## src/hdl/ngh_pkg.sv

```systemverilog
// Shared constants and helpers for the noise gate with hold smoothing.
`default_nettype none
package ngh_pkg;

  localparam int unsigned SAMPLE_WIDTH_DEF = 16;
  localparam int unsigned HOLD_WIDTH_DEF   = 20;

  localparam int unsigned GAIN_WIDTH    = 16;
  localparam int unsigned CFG_IDX_WIDTH = 2;

  localparam logic [CFG_IDX_WIDTH-1:0] CFG_THRESHOLD = 2'd0;
  localparam logic [CFG_IDX_WIDTH-1:0] CFG_ATTACK    = 2'd1;
  localparam logic [CFG_IDX_WIDTH-1:0] CFG_RELEASE   = 2'd2;
  localparam logic [CFG_IDX_WIDTH-1:0] CFG_HOLD      = 2'd3;

  localparam logic [GAIN_WIDTH-1:0] GAIN_FULL = 16'hFFFF;
  localparam logic [GAIN_WIDTH:0]   ONE_Q16   = 17'h10000;

  function automatic int unsigned max2(int unsigned a, int unsigned b);
    return (a > b) ? a : b;
  endfunction

endpackage
`default_nettype wire

```

## src/hdl/noise_gate_hold_smoothing.sv

```systemverilog
// Top level: noise gate with hold counter and attack/release gain smoothing.
`default_nettype none
// Noise gate. Each input word is one signed sample; each gives exactly one output word
// holding the gated sample and the updated Q0.16 gain. The gate opens (target gain
// full scale) when the saturated magnitude reaches the threshold, else the target is
// zero. A falling or steady target first runs the hold counter up past hold_samples,
// then smooths with attack_coeff; a rising target smooths with release_coeff and
// clears the counter. One multiplier is shared by every product: c*g, (1-c)*target
// and sample*gain each take one pass through it. A smoothed word goes through the gate
// decision, the c*g and (1-c)*target passes and the gain update before the sample*gain
// pass; while the hold counter runs, the decision goes straight to sample*gain. The
// input is stalled until the result is loaded into the output register, and a new word
// is taken in the cycle after that load, even if that result is still waiting. A
// still-full, stalled output register holds the result back and so stalls the input.
// Configuration writes are taken at any time but are meant for idle periods only.
module noise_gate_hold_smoothing #(
  parameter int unsigned SampleWidth = ngh_pkg::SAMPLE_WIDTH_DEF,
  parameter int unsigned HoldWidth   = ngh_pkg::HOLD_WIDTH_DEF,
  localparam int unsigned CfgWidth   =
    ngh_pkg::max2(ngh_pkg::max2(SampleWidth - 1, ngh_pkg::GAIN_WIDTH), HoldWidth)
) (
  input  wire logic                                clk_i,
  input  wire logic                                rst_ni,
  // input word
  input  wire logic                                in_valid_i,
  output logic                                     in_stall_o,
  input  wire logic signed [SampleWidth-1:0]       sample_in_i,
  // output word
  output logic                                     out_valid_o,
  input  wire logic                                out_stall_i,
  output logic signed [SampleWidth-1:0]            sample_out_o,
  output logic [ngh_pkg::GAIN_WIDTH-1:0]           gain_now_o,
  // config writes
  input  wire logic                                cfg_we_i,
  input  wire logic [ngh_pkg::CFG_IDX_WIDTH-1:0]   cfg_idx_i,
  input  wire logic [CfgWidth-1:0]                 cfg_data_i
);
  import ngh_pkg::*;

  // multiplier operand widths: A takes the sample or a 17-bit unsigned coefficient
  localparam int unsigned MulAW = max2(SampleWidth, GAIN_WIDTH + 2);
  localparam int unsigned MulBW = GAIN_WIDTH + 1;
  localparam int unsigned MulPW = MulAW + MulBW;

  // sequencer codes
  localparam logic [2:0] S_IDLE = 3'd0;  // wait for a sample
  localparam logic [2:0] S_DEC  = 3'd1;  // gate decision, issue c*g or step the hold counter
  localparam logic [2:0] S_M1   = 3'd2;  // latch c*g, issue (1-c)*target
  localparam logic [2:0] S_M2   = 3'd3;  // sum and update gain
  localparam logic [2:0] S_M3   = 3'd4;  // issue sample*gain
  localparam logic [2:0] S_M4   = 3'd5;  // load output register

  logic [2:0] state_q, state_d;

  // configuration
  logic [SampleWidth-2:0] threshold_q;
  logic [GAIN_WIDTH-1:0]  attack_q;
  logic [GAIN_WIDTH-1:0]  release_q;
  logic [HoldWidth-1:0]   hold_samples_q;

  // kept state
  logic [GAIN_WIDTH-1:0]  gain_q, gain_d;
  logic [HoldWidth:0]     hold_cnt_q, hold_cnt_d;

  // per-word working registers
  logic signed [SampleWidth-1:0] sample_q;
  logic [GAIN_WIDTH-1:0]  coef_q, coef_d;
  logic                   open_q, open_d;
  logic [31:0]            acc_q;

  // output register
  logic                          out_valid_q;
  logic signed [SampleWidth-1:0] sample_out_q;
  logic [GAIN_WIDTH-1:0]         gain_out_q;

  // multiplier hookup
  logic                    mul_en;
  logic signed [MulAW-1:0] mul_a;
  logic signed [MulBW-1:0] mul_b;
  logic signed [MulPW-1:0] mul_p;

  // saturated magnitude
  logic [SampleWidth-1:0] neg;
  logic [SampleWidth-2:0] mag;
  logic                   open_now;
  logic                   tgt_le;
  logic [31:0]            sum;
  logic                   out_load;
  logic [GAIN_WIDTH:0]    one_minus_c;

  always_comb begin
    neg = -sample_q;
    if (!sample_q[SampleWidth-1]) begin
      mag = sample_q[SampleWidth-2:0];
    end else if (neg[SampleWidth-1]) begin
      mag = '1;  // most negative code saturates
    end else begin
      mag = neg[SampleWidth-2:0];
    end
    open_now = !(mag < threshold_q);
    // closed target is zero, never above the gain; open is only "not above" at full scale
    tgt_le   = !open_now || (gain_q == GAIN_FULL);
  end

  assign one_minus_c = ONE_Q16 - {1'b0, coef_q};
  assign sum         = acc_q + mul_p[31:0];
  assign out_load    = (state_q == S_M4) && (!out_valid_q || !out_stall_i);

  // sequencer and datapath control
  always_comb begin
    state_d    = state_q;
    gain_d     = gain_q;
    hold_cnt_d = hold_cnt_q;
    coef_d     = coef_q;
    open_d     = open_q;
    mul_en     = 1'b0;
    mul_a      = '0;
    mul_b      = '0;
    case (state_q)
      S_IDLE: begin
        if (in_valid_i) begin
          state_d = S_DEC;
        end
      end
      S_DEC: begin
        open_d = open_now;
        if (tgt_le && (hold_cnt_q <= {1'b0, hold_samples_q})) begin
          hold_cnt_d = hold_cnt_q + 1'b1;
          state_d    = S_M3;
        end else begin
          if (tgt_le) begin
            coef_d = attack_q;
          end else begin
            coef_d     = release_q;
            hold_cnt_d = '0;
          end
          mul_en  = 1'b1;
          mul_a   = MulAW'(coef_d);
          mul_b   = MulBW'(gain_q);
          state_d = S_M1;
        end
      end
      S_M1: begin
        mul_en  = 1'b1;
        mul_a   = MulAW'(one_minus_c);
        mul_b   = open_q ? MulBW'(GAIN_FULL) : '0;
        state_d = S_M2;
      end
      S_M2: begin
        gain_d  = sum[31:16];
        state_d = S_M3;
      end
      S_M3: begin
        mul_en  = 1'b1;
        mul_a   = MulAW'(sample_q);
        mul_b   = MulBW'(gain_q);
        state_d = S_M4;
      end
      S_M4: begin
        if (out_load) begin
          state_d = S_IDLE;
        end
      end
      default: begin
        state_d = S_IDLE;
      end
    endcase
  end

  ngh_mul #(
    .AW(MulAW),
    .BW(MulBW)
  ) u_mul (
    .clk_i(clk_i),
    .en_i (mul_en),
    .a_i  (mul_a),
    .b_i  (mul_b),
    .p_o  (mul_p)
  );

  always_ff @(posedge clk_i or negedge rst_ni) begin
    if (!rst_ni) begin
      state_q        <= S_IDLE;
      threshold_q    <= '0;
      attack_q       <= '0;
      release_q      <= '0;
      hold_samples_q <= '0;
      gain_q         <= '0;
      hold_cnt_q     <= '0;
      out_valid_q    <= 1'b0;
    end else begin
      state_q    <= state_d;
      gain_q     <= gain_d;
      hold_cnt_q <= hold_cnt_d;
      if (cfg_we_i) begin
        case (cfg_idx_i)
          CFG_THRESHOLD: threshold_q    <= cfg_data_i[SampleWidth-2:0];
          CFG_ATTACK:    attack_q       <= cfg_data_i[GAIN_WIDTH-1:0];
          CFG_RELEASE:   release_q      <= cfg_data_i[GAIN_WIDTH-1:0];
          CFG_HOLD:      hold_samples_q <= cfg_data_i[HoldWidth-1:0];
          default: begin
          end
        endcase
      end
      if (out_load) begin
        out_valid_q <= 1'b1;
      end else if (!out_stall_i) begin
        out_valid_q <= 1'b0;
      end
    end
  end

  // payload registers
  always_ff @(posedge clk_i) begin
    if ((state_q == S_IDLE) && in_valid_i) begin
      sample_q <= sample_in_i;
    end
    coef_q <= coef_d;
    open_q <= open_d;
    if (state_q == S_M1) begin
      acc_q <= mul_p[31:0];
    end
    if (out_load) begin
      // arithmetic shift: floor of sample*gain/65536
      sample_out_q <= mul_p[GAIN_WIDTH +: SampleWidth];
      gain_out_q   <= gain_q;
    end
  end

  assign in_stall_o   = (state_q != S_IDLE);
  assign out_valid_o  = out_valid_q;
  assign sample_out_o = sample_out_q;
  assign gain_now_o   = gain_out_q;

`ifndef SYNTHESIS
  // counter stops at hold_samples+1, so the top bit only ever appears alone
  a_hold_range: assert property (@(posedge clk_i) disable iff (!rst_ni)
    hold_cnt_q[HoldWidth] |-> (hold_cnt_q[HoldWidth-1:0] == '0))
    else $error("hold counter beyond its range");

  a_accept_dec: assert property (@(posedge clk_i) disable iff (!rst_ni)
    (in_valid_i && !in_stall_o) |=> (state_q == S_DEC))
    else $error("accepted word did not start the gate decision");

  a_gain_upd: assert property (@(posedge clk_i) disable iff (!rst_ni)
    (state_q != S_M2) |=> $stable(gain_q))
    else $error("gain changed outside the update step");

  a_out_src: assert property (@(posedge clk_i) disable iff (!rst_ni)
    $rose(out_valid_q) |-> ($past(state_q) == S_M4))
    else $error("output word appeared without a finished item");
`endif

endmodule
`default_nettype wire

```

## src/hdl/ngh_mul.sv

```systemverilog
// Shared signed multiplier with a registered product.
`default_nettype none
module ngh_mul #(
  parameter int unsigned AW = 18,
  parameter int unsigned BW = 17
) (
  input  wire logic                    clk_i,
  input  wire logic                    en_i,
  input  wire logic signed [AW-1:0]    a_i,
  input  wire logic signed [BW-1:0]    b_i,
  output logic signed [AW+BW-1:0]      p_o
);

  logic signed [AW+BW-1:0] p_q;

  // product holds while disabled so a stalled result stays put
  always_ff @(posedge clk_i) begin
    if (en_i) begin
      p_q <= a_i * b_i;
    end
  end

  assign p_o = p_q;

endmodule
`default_nettype wire
```

## config.mk

```make
export PLATFORM = sky130hd
export DESIGN_NAME = noise_gate_hold_smoothing
export DESIGN_NICKNAME = d
export VERILOG_FILES = /design/src/hdl/ngh_pkg.sv /design/src/hdl/noise_gate_hold_smoothing.sv /design/src/hdl/ngh_mul.sv
export SDC_FILE = /design/constraint.sdc
export NUM_CORES = 1
export LEC_CHECK = 0
export BUFFER_PORTS_ARGS = -buffer_cell sky130_fd_sc_hd__buf_2
export CORE_MARGIN = 2
export CORE_UTILIZATION = 30
export CTS_BUF_LIST = sky130_fd_sc_hd__clkbuf_4
export CTS_CLUSTER_SIZE = 24
export DETAILED_ROUTE_END_ITERATION = 8
export GPL_TIMING_DRIVEN = 1
export SYNTH_ARGS = -nofsm -noshare
export SYNTH_HDL_FRONTEND = slang
export SYNTH_HIERARCHICAL = 1
export SYNTH_SLANG_ARGS = --single-unit
```

## constraint.sdc

```tcl
create_clock -name clk_i -period 13.4 [get_ports clk_i]
set_input_delay 1.34 -clock clk_i [delete_from_list [all_inputs] [get_ports clk_i]]
set_output_delay 1.34 -clock clk_i [all_outputs]
set_load 0.05 [all_outputs]
```

==> impl_metrics.json <==
{
  "slowest_stage": "or4_4",
  "report.final.slew_viol_count": 0,
  "relSlewSlack": 0.243,
  "hold_ws_ns": 0.428,
  "instances_no_fill": 3330,
  "sw_frac_of_total": 0.478,
  "cts.sinks": 237,
  "cts_resized": 0,
  "placed_cells": 3212,
  "vias": 15839,
  "grt_antenna_before_repair": 1,
  "grt_max_degree": 64,
  "r2r_slack_ns": 2.65,
  "syn_area_per_cell_um2": 10.2,
  "cts_buffers": 66,
  "die_height_um": 278,
  "drv_cap": 0,
  "max_freq_mhz": 93.0,
  "netlist_area_um2": 22600,
  "period_needed_ns": 10.75,
  "slowest_delay_ns": 0.57,
  "power.density_nw_per_um2": 199,
  "seq_power_share": 0.255,
  "dp_hpwl_mm": 41.6,
  "drive_gt1_frac": 0.130,
  "die_area_um2": 77600,
  "area_delta_synth_final_pct": 10.7,
  "die-width_um": 278,
  "net-switching-power_uw": 2380,
  "grt_pass1_vias": 16850,
  "finalWorstSetupSlack_ns": 2.65,
  "cts_setup_buffers": 0,
  "post-route-period-util": 0.802,
  "fp.coreArea_um2": 74600,
  "cpMostUsedCell": "fa_1",
  "grt_usage": 0.146,
  "min_path_type": "register to register",
  "p_comb_frac": 0.604,
  "rsz0062_at_grt": "false",
  "cts_buffer_depth": 3,
  "ant_nets": 0,
  "worst_pin_slew_ns": 1.13,
  "gp_congestion": 0.848,
  "clk_latency_ns": 0.74,
  "layout.nets": 2802,
  "dr.pass1.iters": 6,
  "fp-row-count": 100,
  "status": "complete, no violations",
  "synthCells": 2215,
  "setup_tns_ns": 0,
  "cts_tree": "done",
  "setup_violations": 0,
  "ir_drop_mv": 0.124,
  "grt_pass1_wl_mm": 89.6,
  "grt_overflow": 0,
  "start_util": 0.303,
  "wl_mm": 53.8,
  "cts_root_buf": "clkbuf_4",
  "clockPowerShare": 0.141,
  "cts_hold_buf": 0,
  "via_per_inst": 4.76,
  "internal_power_uw": 2600,
  "finalPower_uw": 4980,
  "post_drt_wl_per_cell_um": 16.2,
  "crit_type": "register to register",
  "crit_fanout": 17,
  "p_leak_uw": 0.0117,
  "worstSetupEndpointType": "register",
  "place_ws_ns": 2.75,
  "num_io_pins": 77,
  "startpoint_type": "register",
  "critPathArrivalTime_ns": 11.20,
  "clock_skew_ns": 0.0438,
  "cts_max_level": 3,
  "critPathRequiredTime_ns": 13.85,
  "drt-initial-drc-count": 936,
  "ys_warn_count": 6,
  "finalHoldViolations": 0,
  "io_buffers": 76,
  "drc_errors": 0,
  "path_clk_slew_ns": 0.07
}
[cells in the final DEF (no fill, tap or decap), types with 4 or more instances in the layout]
cell      count
inv_1       380
edfxtp_1    129
xnor2_1      30
conb_1        4
nand4_1      18
and3_1       11
or2_2         7
o21bai_1      5
nand3_1      32
nand2b_1     11
a21oi_1      56
and2_1      162
nor2_1       91
o41ai_1       6
a31oi_1      11
a211o_1       4
buf_2        75
or3_1        11
nor3_1       17
clkbuf_4     93
nand3b_1      4
nand2_1     268
a211oi_1      9
o31ai_1      14
dfrtp_1     108
o211ai_1      8
clkinv_2      6
mux2_2       70
a21o_1       24
ha_1        151
clkinv_1     13
o21a_1        8
buf_4        28
a41oi_1       7
fa_1        297
a222oi_1     15
o21ai_0      78
nor2b_1       6
xor2_1       25
[stage by stage]
stage,instance area (um^2),util
2_1_floorplan,22600,-
3_3_place_gp,24100,0.324
3_5_place_dp,24100,0.324
4_1_cts,25000,0.335
5_1_grt,25000,0.335
6_report,25000,0.335
[worst paths after layout]
check	start	to	cells past startpoint
hold / removal	u_mul/p_o[6]	acc_q[6]	0
setup / recovery	sample_q[5]	u_mul/p_o[26]	36
min in group asynchronous	rst_ni	threshold_q[12]	1
setup reg to reg	sample_q[5]	u_mul/p_o[26]	36
hold reg to reg	u_mul/p_o[6]	acc_q[6]	0
max in group asynchronous	rst_ni	hold_samples_q[17]	2
[metal layers]
layer	wire, um	global-route usage
met3	1840	0.0190
met5	0	0
met4	2240	0.0641
met2	27900	0.264
met1	21900	0.173
[critical path, delay by kind of cell, from the launching register on]
kind	cells	cell delay, ns
buffers and inverters	5	0.45
DFF	1	0.44
AOI/OAI and AO/OA	10	2.57
xor gates and xnor gates	1	0.18
muxes	1	0.22
and+or+nand+nor	11	2.83
adders and majority gates	8	3.79
[power groups by stage]
stage                     sequential [uW]  clock, uW  combinational [uW]
after floorplan                      1270          0                2210
after global placement               1290          0                3010
after detailed placement             1290          0                3030
after CTS                            1280        730                3050
after global routing                 1300        762                3450
final                                1270        702                3010
[flip-flops by register name, indices dropped and copies added (netlist names), 20 cells and up]
signal          cells
acc_q              32
u_mul/p_o          32
hold_cnt_q         21
hold_samples_q     20
[cell type report]
type,count,area [um^2]
fillers,7681,49600
multi-input cells,1523,14300
flip-flops and latches,237,6580
inverters,380,1430
well taps,969,1210
clock buffers,93,698
repair buffers,103,586
clock inverters,24,176
diodes,1,2.50
(Power assumes the default switching activity.)
